$ cat config.mk
export PLATFORM = sky130hd
export DESIGN_NAME = apc_cell
export DESIGN_NICKNAME = d
export VERILOG_FILES = /design/src/hw/rtl/apc_pkg.sv /design/src/hw/rtl/apc_cell.sv
export SDC_FILE = /design/constraint.sdc
export NUM_CORES = 2
export LEC_CHECK = 0
export ABC_CLOCK_PERIOD_IN_PS = 10500
export BUFFER_PORTS_ARGS = -buffer_cell sky130_fd_sc_hd__buf_4
export CORE_UTILIZATION = 50
export CTS_CLUSTER_DIAMETER = 150
export DETAILED_ROUTE_END_ITERATION = 7
export PLACE_DENSITY = 0.66
export RECOVER_POWER = 25
export SYNTH_ARGS = -nofsm -noshare
export SYNTH_HDL_FRONTEND = slang
export SYNTH_SLANG_ARGS = --single-unit
$ cat constraint.sdc
create_clock -name clk -period 10.5 [get_ports clk]
set_input_delay 2.1 -clock clk [delete_from_list [all_inputs] [get_ports clk]]
set_output_delay 2.1 -clock clk [all_outputs]
set_load 0.01 [all_outputs]
$ cat src/hw/rtl/apc_pkg.sv
package apc_pkg;

	// Default sizes
	parameter int N_STAGES_DEF   = 16;
	parameter int N_CHANNELS_DEF = 2;

	// Item modes
	localparam logic MODE_SAMPLE = 1'b0;
	localparam logic MODE_COEF   = 1'b1;

	// Configuration register indexes
	localparam logic [1:0] REG_STAGE_COUNT = 2'd0;
	localparam logic [1:0] REG_WET_MIX     = 2'd1;
	localparam logic [1:0] REG_OUT_GAIN    = 2'd2;

	// Register reset values
	localparam logic [4:0]  STAGE_COUNT_RST = 5'd10;
	localparam logic [15:0] WET_MIX_RST     = 16'd32768;
	localparam logic [15:0] OUT_GAIN_RST    = 16'd4096;

	// 1.0 in Q1.15
	localparam logic [15:0] MIX_UNITY = 16'd32768;

	typedef struct packed {
		logic               mode;
		logic               channel;
		logic signed [23:0] sample_in;
		logic [3:0]         coef_index;
		logic signed [15:0] coef_value;
	} apc_in_t;

	typedef struct packed {
		logic signed [23:0] sample_out;
		logic               channel_out;
	} apc_out_t;

	// Sample token handed from cell to cell
	typedef struct packed {
		logic               v;
		logic               ch;
		logic signed [23:0] x;
	} apc_tok_t;

	// Coefficient load broadcast to all cells
	typedef struct packed {
		logic               en;
		logic [3:0]         idx;
		logic signed [15:0] val;
	} apc_coef_wr_t;

	// Round a Q1.15-scaled product back to the sample scale
	function automatic logic signed [25:0] rnd15(input logic signed [39:0] p);
		logic signed [40:0] t;
		t = 41'(p) + 41'sd16384;
		return t[40:15];
	endfunction

	function automatic logic signed [23:0] sat24(input logic signed [32:0] v);
		if (v > 33'sd8388607) begin
			return 24'sh7FFFFF;
		end else if (v < -33'sd8388608) begin
			return 24'sh800000;
		end else begin
			return v[23:0];
		end
	endfunction

	function automatic logic signed [25:0] sat26(input logic signed [26:0] v);
		if (v > 27'sd33554431) begin
			return 26'sh1FFFFFF;
		end else if (v < -27'sd33554432) begin
			return 26'sh2000000;
		end else begin
			return v[25:0];
		end
	endfunction

endpackage

$ cat src/hw/rtl/apc_cell.sv
module apc_cell #(
	parameter int IDX        = 0,
	parameter int N_CHANNELS = apc_pkg::N_CHANNELS_DEF
) (
	input  logic                  clk,
	input  logic                  arst_n,
	input  logic [4:0]            stage_count,
	input  apc_pkg::apc_coef_wr_t coef_wr,
	input  apc_pkg::apc_tok_t     tok_in,
	output apc_pkg::apc_tok_t     tok_out
);
	import apc_pkg::*;

	localparam int CW = (N_CHANNELS > 1) ? $clog2(N_CHANNELS) : 1;

	logic signed [15:0] coef_q;
	logic signed [25:0] dly_q [N_CHANNELS];

	logic               active;
	logic [CW-1:0]      chi;
	logic signed [39:0] prod_x;
	logic signed [39:0] prod_y;
	logic signed [26:0] ysum;
	logic signed [23:0] ynext;
	logic signed [26:0] dsum;

	// stage 1: a*x
	logic               v_s1;
	logic               ch_s1;
	logic [CW-1:0]      chi_s1;
	logic signed [23:0] x_s1;
	logic signed [39:0] p_s1;
	// stage 2: y = a*x + d
	logic               v_s2;
	logic               ch_s2;
	logic [CW-1:0]      chi_s2;
	logic signed [23:0] x_s2;
	logic signed [23:0] y_s2;
	// stage 3: a*y, delay update at its output
	logic               v_s3;
	logic [CW-1:0]      chi_s3;
	logic signed [23:0] x_s3;
	logic signed [39:0] q_s3;

	// section in use for this sample
	assign active = int'(stage_count) > IDX;
	// channel modulo the number of delay sets
	assign chi = (N_CHANNELS > 1) ? CW'(tok_in.ch) : '0;

	assign prod_x = 40'(coef_q) * 40'(tok_in.x);
	assign prod_y = 40'(coef_q) * 40'(y_s2);
	assign ysum   = 27'(rnd15(p_s1)) + 27'(dly_q[chi_s1]);
	assign ynext  = active ? sat24(33'(ysum)) : x_s1;
	assign dsum   = 27'(x_s3) - 27'(rnd15(q_s3));

	// coefficient of this section
	always_ff @(posedge clk or negedge arst_n) begin
		if (!arst_n) begin
			coef_q <= '0;
		end else if (coef_wr.en && int'(coef_wr.idx) == IDX) begin
			coef_q <= coef_wr.val;
		end
	end

	// valid bits
	always_ff @(posedge clk or negedge arst_n) begin
		if (!arst_n) begin
			v_s1 <= 1'b0;
			v_s2 <= 1'b0;
			v_s3 <= 1'b0;
		end else begin
			v_s1 <= tok_in.v;
			v_s2 <= v_s1;
			v_s3 <= v_s2;
		end
	end

	// datapath
	always_ff @(posedge clk) begin
		ch_s1  <= tok_in.ch;
		chi_s1 <= chi;
		x_s1   <= tok_in.x;
		p_s1   <= prod_x;

		ch_s2  <= ch_s1;
		chi_s2 <= chi_s1;
		x_s2   <= x_s1;
		y_s2   <= ynext;

		chi_s3 <= chi_s2;
		x_s3   <= x_s2;
		q_s3   <= prod_y;
	end

	// per-channel delay state: d' = x - a*y
	always_ff @(posedge clk or negedge arst_n) begin
		if (!arst_n) begin
			for (int c = 0; c < N_CHANNELS; c++) begin
				dly_q[c] <= '0;
			end
		end else if (v_s3 && active) begin
			dly_q[chi_s3] <= sat26(dsum);
		end
	end

	assign tok_out.v  = v_s2;
	assign tok_out.ch = ch_s2;
	assign tok_out.x  = y_s2;

endmodule

==> flow_metrics.tcl <==
set metrics [dict create \
    status "complete, but fails checks" \
    violations "design-rule violations, max-capacitance violations, max-slew violations" \
    grt_pass1_wl_um 152000 \
    yosys.area.top_type_share_pct 40.5 \
    h-tree-depth 1 \
    synthTopCellsByCount "inv_1, fa_1, nand2_1" \
    cap_violations 2 \
    netlist.top_cell.by_area "fa_1" \
    drive_above_1_share_pct 5.97 \
    worstSetupStartpointType "primary input" \
    min-delay-start "x_s2[19]$_DFF_P_" \
    cp_data_arrival_time_ns 8.59 \
    hold_violations 0 \
    post_cts_buffers 0 \
    filler_cell_count 6828 \
    synth-simple-area-share_pct 15.6 \
    placed_area_sq_um 38400 \
    top_layer "met4" \
    ioPinCount 80 \
    setup_viol 0 \
    synth.ff_latch_count 222 \
    clkTransAtPathRegs_ns 0.06 \
    wl_met2_um 44000 \
    synth_flop_cell "dfxtp_1" \
    postSynthAreaPerCell_sq_um 9.09 \
    regToRegSetupSlack_ns 2.92 \
    finalCriticalPeriod_ns 8.15 \
    area_delta_synth_final_pct 5.95 \
    initial_utilization_pct 50.6 \
    cts_tree "done" \
    r2r-start "coef_q[7]$_DFFE_PN0P_" \
    synthCells 4069 \
    rsz0062_at_grt "false" \
    r2r_end "q_s3[39]$_DFF_P_" \
    antenna_found_initial 4 \
    die_w_um 274 \
    ctsResizeCount 0 \
    grt_max_degree 43 \
    drv_slew 59 \
    finalCritPeriodShare_pct 77.6 \
    synth_cell_types 80 \
    min_path_type "reg -> reg" \
    relSlewSlack_pct -25.3 \
    synthesis.nets 5115 \
    holdPathEnd "x_s3[19]$_DFF_P_" \
    grt_pass1_vias 28300 \
    whs_path_depth 0 \
    clockBufferDepth 3 \
    coreArea_sq_um 73100 \
    synth-compound-area-share_pct 6.88 \
    synth.area.top_cells "fa_1, inv_1, ha_1" \
    critPathKind "in -> reg" \
    clock-root-buffer "clkbuf_16" \
    numCtsBuffers 26 \
    yosysWarnings 0 \
    fin_setup_tns_ns 0 \
    syn-cell-area_sq_um 37000 \
    gp_congestion 0.865 \
    nets 5082 \
    synth_most_common_cell "inv_1" \
    ff2ff_path_depth 22 \
    rows 99 \
    clock_skew_ns 0.0181 \
    grt_use_total_pct 25.7 \
    clk_latency_ns 0.56 \
    ys_seq_area_share_pct 13.0 \
    numPortBuffers 79 \
    fmax_mhz 123 \
    fin_area_sq_um 39200 \
    detail-route-antenna-nets 0 \
    wl_met1_um 40500 \
    crit_path_end_kind "flop" \
    synth_fa_ha_area_share_pct 48.7 \
    synth_edf_count 0 \
    routed_wirelength_um 91100 \
    wl_per_cell_um 18.2 \
    die-height_um 274 \
    async_flop_share_pct 32.0 \
    path_max_fanout 17 \
    cts_hold_buf 0 \
    dr_wl_met3_um 4470 \
    firstDrtPassIters 7 \
    drt_iter0_markers 1691 \
    clock_sinks 222 \
    dieArea_sq_um 75100 \
    synth.area.mux_share_pct 1.25 \
    vias 26400 \
    vias_per_cell 5.27 \
    worstMarginPinSlew_ns 1.88 \
    drc 30 \
    synth_xor_area_share_pct 3.55 \
    dp_hpwl_um 71700 \
    globalRouteOverflowTotal 0 \
    required_ns 10.94 \
    synth_top_family_by_area "adder cells" \
]
==> per-stage QoR <==
step / hold slack [ns] / utilization [%] / worst slack, ns / cells
final: 0.322 / 53.6 / 2.35 / 5016
after floorplan: 0.310 / - / 2.87 / 4069
after CTS: 0.324 / 53.7 / 2.91 / 5015
after global routing: 0.329 / 53.6 / 1.93 / 5015
after detailed placement: 0.312 / 52.5 / 2.33 / 4967
after global placement: 0.311 / 52.5 / 2.39 / 4967
==> cells by family after synthesis <==
group,count (synthesis)
buffers and inverters,1069
adder cells (fa/ha/maj),992
XOR/XNOR,150
flip-flops,222
AO/OA/AOI/OAI,375
multiplexers,41
AND/OR/NAND/NOR,1220
==> metal layers <==
layer,up-vias,GRT usage (%)
met1,13500,36.2
met4,0,5.75
met5,-,0
li1,12100,-
met3,127,1.94
met2,686,43.5
==> cell usage in the layout, fill, tap and decap left out, drive strengths merged, types with 54 or more instances in the layout <==
cell type and count:
a21oi 110, dfrtp 71, ha 244, nor2 157, nand2 556, xor2 54
nand3 70, dfxtp 151, xnor2 96, buf 99, and2 302, fa 748
inv 898, o21ai 86
==> how the worst max path moves through the flow <==
stage / startpoint / endpoint / slack, ns / depth (start not counted)
4_1_cts: tok_in[8] / p_s1[29]$_DFF_P_ / 2.91 / 22
3_3_place_gp: tok_in[7] / p_s1[29]$_DFF_P_ / 2.39 / 22
3_5_place_dp: tok_in[7] / p_s1[29]$_DFF_P_ / 2.33 / 22
5_1_grt: tok_in[21] / p_s1[39]$_DFF_P_ / 1.93 / 21
6_report: tok_in[22] / p_s1[39]$_DFF_P_ / 2.35 / 21
2_1_floorplan: tok_in[23] / p_s1[39]$_DFF_P_ / 2.87 / 19
==> worst max-delay path, stage by stage <==
cell,delay [ns]
clkbuf_1,0.70
nand2_1,0.19
fa_1,0.58
inv_1,0.06
fa_1,0.57
fa_1,0.46
fa_1,0.52
fa_1,0.49
inv_1,0.05
fa_1,0.47
inv_1,0.04
ha_1,0.30
o21ai_0,0.33
o22ai_1,0.18
o41ai_1,0.59
a21oi_1,0.14
o211ai_1,0.17
a21oi_1,0.14
a21oi_1,0.25
o21bai_1,0.11
xnor2_1,0.12
==> flip-flops by register name, summed over array words and instances, names as in the netlist, 16 cells and up <==
name    count
dly_q      52
p_s1       26
q_s3       26
x_s1       24
x_s2       24
x_s3       24
y_s2       24
coef_q     16
==> cell type report <==
cell class / instances / area [sq um] / share of cell area (%)
antenna: 1 / 2.50 / 0.00639
inverter: 893 / 3350 / 8.55
timing repair buffer: 115 / 811 / 2.07
sequential: 222 / 4810 / 12.3
clock inverter: 11 / 108 / 0.275
tap: 959 / 1200 / 3.06
multi-input combinational: 2778 / 28100 / 71.8
clock buffer: 37 / 763 / 1.95
Power is not shown: default switching activity piles up to over one toggle a cycle in this logic, so the estimate is an artifact.
