`config.mk`:
```
export PLATFORM = sky130hd
export DESIGN_NAME = apc_mix
export DESIGN_NICKNAME = d
export VERILOG_FILES = /design/src/hw/rtl/apc_pkg.sv /design/src/hw/rtl/apc_mix.sv
export SDC_FILE = /design/constraint.sdc
export NUM_CORES = 2
export LEC_CHECK = 0
export BUFFER_PORTS_ARGS = -buffer_cell sky130_fd_sc_hd__buf_2
export CAP_MARGIN = 40
export CORE_AREA = 2 2 374 265
export CTS_BUF_LIST = sky130_fd_sc_hd__clkbuf_16
export CTS_CLUSTER_DIAMETER = 80
export DETAILED_ROUTE_END_ITERATION = 7
export DIE_AREA = 0 0 376 267
export PLACE_DENSITY = 0.76
export SETUP_SLACK_MARGIN = 0.05
export SYNTH_ARGS = -nofsm -noshare
export SYNTH_HDL_FRONTEND = slang
export SYNTH_SLANG_ARGS = --single-unit
export TNS_END_PERCENT = 30
```
`constraint.sdc`:
```
create_clock -name clk -period 12.77 [get_ports clk]
set_input_delay 0.6385 -clock clk [delete_from_list [all_inputs] [get_ports clk]]
set_output_delay 0.6385 -clock clk [all_outputs]
set_load 0.005 [all_outputs]
```
`src/hw/rtl/apc_pkg.sv`:
```
package apc_pkg;

	// Default sizes
	parameter int N_STAGES_DEF   = 16;
	parameter int N_CHANNELS_DEF = 2;

	// Item modes
	localparam logic MODE_SAMPLE = 1'b0;
	localparam logic MODE_COEF   = 1'b1;

	// Configuration register indexes
	localparam logic [1:0] REG_STAGE_COUNT = 2'd0;
	localparam logic [1:0] REG_WET_MIX     = 2'd1;
	localparam logic [1:0] REG_OUT_GAIN    = 2'd2;

	// Register reset values
	localparam logic [4:0]  STAGE_COUNT_RST = 5'd10;
	localparam logic [15:0] WET_MIX_RST     = 16'd32768;
	localparam logic [15:0] OUT_GAIN_RST    = 16'd4096;

	// 1.0 in Q1.15
	localparam logic [15:0] MIX_UNITY = 16'd32768;

	typedef struct packed {
		logic               mode;
		logic               channel;
		logic signed [23:0] sample_in;
		logic [3:0]         coef_index;
		logic signed [15:0] coef_value;
	} apc_in_t;

	typedef struct packed {
		logic signed [23:0] sample_out;
		logic               channel_out;
	} apc_out_t;

	// Sample token handed from cell to cell
	typedef struct packed {
		logic               v;
		logic               ch;
		logic signed [23:0] x;
	} apc_tok_t;

	// Coefficient load broadcast to all cells
	typedef struct packed {
		logic               en;
		logic [3:0]         idx;
		logic signed [15:0] val;
	} apc_coef_wr_t;

	// Round a Q1.15-scaled product back to the sample scale
	function automatic logic signed [25:0] rnd15(input logic signed [39:0] p);
		logic signed [40:0] t;
		t = 41'(p) + 41'sd16384;
		return t[40:15];
	endfunction

	function automatic logic signed [23:0] sat24(input logic signed [32:0] v);
		if (v > 33'sd8388607) begin
			return 24'sh7FFFFF;
		end else if (v < -33'sd8388608) begin
			return 24'sh800000;
		end else begin
			return v[23:0];
		end
	endfunction

	function automatic logic signed [25:0] sat26(input logic signed [26:0] v);
		if (v > 27'sd33554431) begin
			return 26'sh1FFFFFF;
		end else if (v < -27'sd33554432) begin
			return 26'sh2000000;
		end else begin
			return v[25:0];
		end
	endfunction

endpackage

```
`src/hw/rtl/apc_mix.sv`:
```
module apc_mix (
	input  logic               clk,
	input  logic signed [23:0] wet,
	input  logic signed [23:0] dry,
	input  logic [15:0]        wet_mix,
	input  logic [15:0]        out_gain,
	output logic signed [23:0] res
);
	import apc_pkg::*;

	logic [15:0]        m_mix;
	logic [15:0]        m_dry;
	logic signed [40:0] pw;
	logic signed [40:0] pd;
	logic signed [20:0] acc_hi;
	logic signed [20:0] acc_lo;
	logic signed [16:0] gain;
	logic signed [59:0] tot;

	logic signed [40:0] pw_s1;
	logic signed [40:0] pd_s1;
	logic signed [40:0] acc_s2;
	logic signed [37:0] ph_s3;
	logic signed [37:0] pl_s3;
	logic signed [23:0] res_s4;

	// mix weights, wet share clamped to unity
	assign m_mix = (wet_mix > MIX_UNITY) ? MIX_UNITY : wet_mix;
	assign m_dry = MIX_UNITY - m_mix;

	assign pw = 41'(wet) * 41'(signed'({1'b0, m_mix}));
	assign pd = 41'(dry) * 41'(signed'({1'b0, m_dry}));

	// gain product split into high and low halves of the accumulator
	assign acc_hi = acc_s2[40:20];
	assign acc_lo = signed'({1'b0, acc_s2[19:0]});
	assign gain   = signed'({1'b0, out_gain});

	assign tot = (60'(ph_s3) <<< 20) + 60'(pl_s3) + 60'sd67108864;

	always_ff @(posedge clk) begin
		pw_s1  <= pw;
		pd_s1  <= pd;
		acc_s2 <= pw_s1 + pd_s1;
		ph_s3  <= 38'(acc_hi) * 38'(gain);
		pl_s3  <= 38'(acc_lo) * 38'(gain);
		res_s4 <= sat24(tot[59:27]);
	end

	assign res = res_s4;

endmodule

```
==> report_table.html <==
<table>
<tr><th>Metric</th><th>Value</th></tr>
<tr><th colspan="2">Setup path</th></tr>
<tr><td>Cell type with the highest occurrence count on the critical path</td><td>sky130_fd_sc_hd__fa_1</td></tr>
<tr><td>Critical register-to-register path endpoint</td><td>pl_s3[35]</td></tr>
<tr><td>Capturing element type of the critical path</td><td>register</td></tr>
<tr><td>Cell type of the slowest stage on the worst timing path</td><td>sky130_fd_sc_hd__o41ai_4</td></tr>
<tr><td>Reg-to-Reg Start</td><td>acc_s2[8]</td></tr>
<tr><td>Max stage delay on crit path</td><td>860 ps</td></tr>
<tr><td>Worst Reg-to-Reg Cells</td><td>20</td></tr>
<tr><td>Maximum fanout encountered on the critical timing path</td><td>25</td></tr>
<tr><td>Data arrival time of the critical path</td><td>9910 ps</td></tr>
<tr><td>Data required time of the worst path</td><td>13190 ps</td></tr>
<tr><td>Critical path class</td><td>in2reg</td></tr>
<tr><td>Crit start category</td><td>input port</td></tr>
<tr><td>Worst reg-to-reg setup slack</td><td>5180 ps</td></tr>
<tr><th colspan="2">Routing</th></tr>
<tr><td>Vias per inst</td><td>5.45</td></tr>
<tr><td># DRC</td><td>0</td></tr>
<tr><td>Routed wirelength normalized by instance count</td><td>18.1 um</td></tr>
<tr><td>Iteration-0 DRC Markers</td><td>3242</td></tr>
<tr><td>Vias</td><td>41644</td></tr>
<tr><td>Final antenna-violating net count</td><td>0</td></tr>
<tr><td>Final routed wirelength across all metal layers</td><td>138000 um</td></tr>
<tr><td>Number of search-and-repair iterations in the first detailed-routing pass</td><td>5</td></tr>
<tr><th colspan="2">Global route</th></tr>
<tr><td>Total global-route track usage</td><td>29.2%</td></tr>
<tr><td>Wire length of the first global-routing pass</td><td>234000 um</td></tr>
<tr><td>Vias in the first global route</td><td>45320</td></tr>
<tr><td>Maximum number of pins on one net before global-route repair</td><td>42</td></tr>
<tr><td>Number of antenna violations at the first check in global routing</td><td>3</td></tr>
<tr><td>Congestion Overflow GR</td><td>0</td></tr>
<tr><th colspan="2">Hold path</th></tr>
<tr><td>Hold Crit Endpoint</td><td>pw_s1[0]</td></tr>
<tr><td>Number of stages on the worst hold path</td><td>2</td></tr>
<tr><td>Start point of the worst min-delay path</td><td>wet_mix[0]</td></tr>
<tr><td>Type of the most critical hold path</td><td>in2reg</td></tr>
<tr><th colspan="2">Timing</th></tr>
<tr><td>Count of endpoints failing setup in the final report</td><td>0</td></tr>
<tr><td>Final period demand of the worst path</td><td>9490 ps</td></tr>
<tr><td>Total Negative Setup Slacks</td><td>0 ps</td></tr>
<tr><td>Highest Clock Rate</td><td>105 MHz</td></tr>
<tr><td>Transition time of the tightest slew-check pin</td><td>962 ps</td></tr>
<tr><td>Setup repair after global routing missed its margin</td><td>false</td></tr>
<tr><td>Final number of hold-violating endpoints</td><td>0</td></tr>
<tr><td>Period utilisation layout</td><td>74.3%</td></tr>
<tr><td>Remaining max-slew budget at the tightest pin</td><td>35.6%</td></tr>
<tr><td>Max-slew violation count</td><td>0</td></tr>
<tr><td>Setup skew after layout</td><td>31.1 ps</td></tr>
<tr><th colspan="2">Clock tree</th></tr>
<tr><td>Number of buffers created by CTS</td><td>21</td></tr>
<tr><td>Post-CTS sizing</td><td>0</td></tr>
<tr><td>Source-to-sink clock delay at the later pin of the worst-skew pair</td><td>540 ps</td></tr>
<tr><td>CTS tree</td><td>yes</td></tr>
<tr><td>Maximum root-to-sink buffer count</td><td>3</td></tr>
<tr><td>Post-CTS setup-driven buffer insertion count</td><td>0</td></tr>
<tr><td>Sinks on the clock net</td><td>201</td></tr>
<tr><td>Clock transition time at the flip-flop clock pins of the worst setup and hold paths</td><td>60 ps</td></tr>
<tr><td>CTS Hold Buffers Added</td><td>0</td></tr>
<tr><td>CTS Root Cell</td><td>sky130_fd_sc_hd__clkbuf_16</td></tr>
<tr><td>Count of H-tree levels built during CTS</td><td>1</td></tr>
<tr><th colspan="2">Floorplanning</th></tr>
<tr><td>Die span in y</td><td>267 um</td></tr>
<tr><td>Top-level port count</td><td>105</td></tr>
<tr><td>Std cell rows</td><td>96</td></tr>
<tr><td>DIE AREA</td><td>0.100 mm2</td></tr>
<tr><td>Initial standard-cell utilization of the core</td><td>59.4%</td></tr>
<tr><td>Core footprint</td><td>0.0971 mm2</td></tr>
<tr><td>Overall die width</td><td>376 um</td></tr>
<tr><th colspan="2">Cells and area</th></tr>
<tr><td>Number of nets in the layout</td><td>8241</td></tr>
<tr><td>Area delta synth-&gt;final</td><td>4.00%</td></tr>
<tr><td>Fraction of layout cells with a size suffix above 1</td><td>3.68%</td></tr>
<tr><th colspan="2">Placement</th></tr>
<tr><td>DPL Wire Length</td><td>111000 um</td></tr>
<tr><td>Buffers on Ports</td><td>104</td></tr>
<tr><td>Global placement routability congestion</td><td>0.911</td></tr>
<tr><th colspan="2">Synthesis</th></tr>
<tr><td>Mean post-synth cell area</td><td>8.98 um2</td></tr>
<tr><td>Area fraction in and, or, nand and nor cells after synthesis</td><td>15.1%</td></tr>
<tr><td>Leading cell type by number of instances after synthesis</td><td>sky130_fd_sc_hd__inv_1</td></tr>
<tr><td>Synthesis-stage register bit count</td><td>201</td></tr>
<tr><td>Library cell occupying the most area in the post-synthesis netlist</td><td>sky130_fd_sc_hd__fa_1</td></tr>
<tr><td>Share of the synthesized netlist area taken by xor and xnor gates</td><td>3.03%</td></tr>
<tr><td>Number of synthesized flops with an enable pin</td><td>0</td></tr>
<tr><td>Post-Syn Instances</td><td>6413</td></tr>
<tr><td>Post-Synth Adder-Cell Area</td><td>56.8%</td></tr>
<tr><td>Post-synth top area share</td><td>46.5%</td></tr>
<tr><td>Synth Area in Compound Gates</td><td>5.53%</td></tr>
<tr><td>Unique cell type count in the Yosys netlist</td><td>77</td></tr>
<tr><td>Net Count, Synth</td><td>8306</td></tr>
<tr><td>Share of synthesized area occupied by flip-flops and latches</td><td>6.98%</td></tr>
<tr><td>Most numerous cell types in the synthesized netlist</td><td>sky130_fd_sc_hd__inv_1, sky130_fd_sc_hd__fa_1, sky130_fd_sc_hd__nand2_1</td></tr>
<tr><td>Portion of netlist area occupied by mux cells</td><td>0.0869%</td></tr>
<tr><td>Combinational family with the most area after synthesis</td><td>adder cells</td></tr>
<tr><td>Synth async-reset ratio</td><td>0%</td></tr>
<tr><td>Most used DFF post-synth</td><td>sky130_fd_sc_hd__dfxtp_1</td></tr>
<tr><td>Synth warnings</td><td>0</td></tr>
<tr><td>Largest cells by area after synthesis</td><td>sky130_fd_sc_hd__fa_1, sky130_fd_sc_hd__inv_1, sky130_fd_sc_hd__ha_1, sky130_fd_sc_hd__dfxtp_1, sky130_fd_sc_hd__nand2_1</td></tr>
<tr><td>Syn Std Cell Area</td><td>0.0576 mm2</td></tr>
<tr><th colspan="2">Run</th></tr>
<tr><td>Max cap viols</td><td>0</td></tr>
<tr><th colspan="2">Status</th></tr>
<tr><td>Result of the run</td><td>completed</td></tr>
</table>
==> how the worst max path moves through the flow <==
stage	start	end
detailed placement	wet_mix[2]	pd_s1[40]
finish	wet_mix[2]	pd_s1[40]
CTS	wet_mix[2]	pd_s1[40]
global placement	wet_mix[2]	pd_s1[39]
floorplan	wet_mix[2]	pd_s1[39]
global route	wet_mix[2]	pd_s1[39]
==> critical path: cells and delay by family <==
| family | cells | cell delay [ps] |
|---|---|---|
| AOI/OAI and AO/OA | 8 | 2230 |
| xor gates and xnor gates | 1 | 660 |
| adders and majority gates | 8 | 3630 |
| buffers and inverters | 5 | 370 |
| muxes | 1 | 160 |
| and+or+nand+nor | 10 | 2200 |
==> cells in the final DEF, fill, tap and decap left out, types with 25 or more instances in the layout <==
cell and n:
sky130_fd_sc_hd__inv_1 1659, sky130_fd_sc_hd__a21o_1 83, sky130_fd_sc_hd__nor3_1 35, sky130_fd_sc_hd__and2_1 521
sky130_fd_sc_hd__nand2_1 968, sky130_fd_sc_hd__ha_1 473, sky130_fd_sc_hd__buf_2 104, sky130_fd_sc_hd__dfxtp_1 201
sky130_fd_sc_hd__buf_4 46, sky130_fd_sc_hd__o21ai_0 84, sky130_fd_sc_hd__nor2_1 106, sky130_fd_sc_hd__and3_1 41
sky130_fd_sc_hd__xor2_1 51, sky130_fd_sc_hd__o21a_1 30, sky130_fd_sc_hd__xnor2_1 135, sky130_fd_sc_hd__nor2b_1 25
sky130_fd_sc_hd__a21oi_1 134, sky130_fd_sc_hd__nand3_1 34, sky130_fd_sc_hd__fa_1 1339
==> kinds of logic (layout without fill, tap and decap cells) <==
group                      after synthesis  in the layout
DFF                                    201            201
other                                    0              3
adders and majority gates             1812           1812
muxes                                    5              5
buffers and inverters                 1900           1849
AOI/OAI and AO/OA                      479            479
xor gates and xnor gates               194            194
and+or+nand+nor                       1822           1822
==> through the flow <==
| stage | cell area [um2] | worst slack [ps] | util [%] | cells | hold slack [ps] |
|---|---|---|---|---|---|
| 6_report | 59900 | 3280 | 61.7 | 7639 | 502 |
| 5_1_grt | 59900 | 2890 | 61.7 | 7637 | 486 |
| 4_1_cts | 59900 | 3310 | 61.7 | 7636 | 478 |
| 3_5_place_dp | 59300 | 2760 | 61.1 | 7599 | 523 |
| 3_3_place_gp | 59200 | 2680 | 61.0 | 7594 | 516 |
| 2_1_floorplan | 57600 | 3650 | - | 6413 | 420 |
==> per-layer routing <==
layer / GRT usage, % / vias up / wire length, um
li1: - / 18610 / -
met1: 42.1 / 20901 / 59300
met2: 46.3 / 1889 / 61600
met3: 5.82 / 240 / 14600
met5: 0 / - / 26
met4: 5.50 / 4 / 2870
==> layout make-up <==
cell class	instances	area, um2
multi-input cells	4312	46500
flip-flops and latches	201	4020
repair buffers	155	951
diodes	3	7.51
clock inverters	16	126
clock buffers	21	526
fillers	8065	37100
well taps	1274	1590
inverters	1657	6220
==> registers in the layout, summed over array words and instances, names as in the netlist <==
name	flops
acc_s2	41
pd_s1	41
pw_s1	41
ph_s3	38
res	24
pl_s3	16
Power is left out: the tool's default activity adds up to more than one toggle a clock period on the data nets, which glitch-free logic cannot reach.
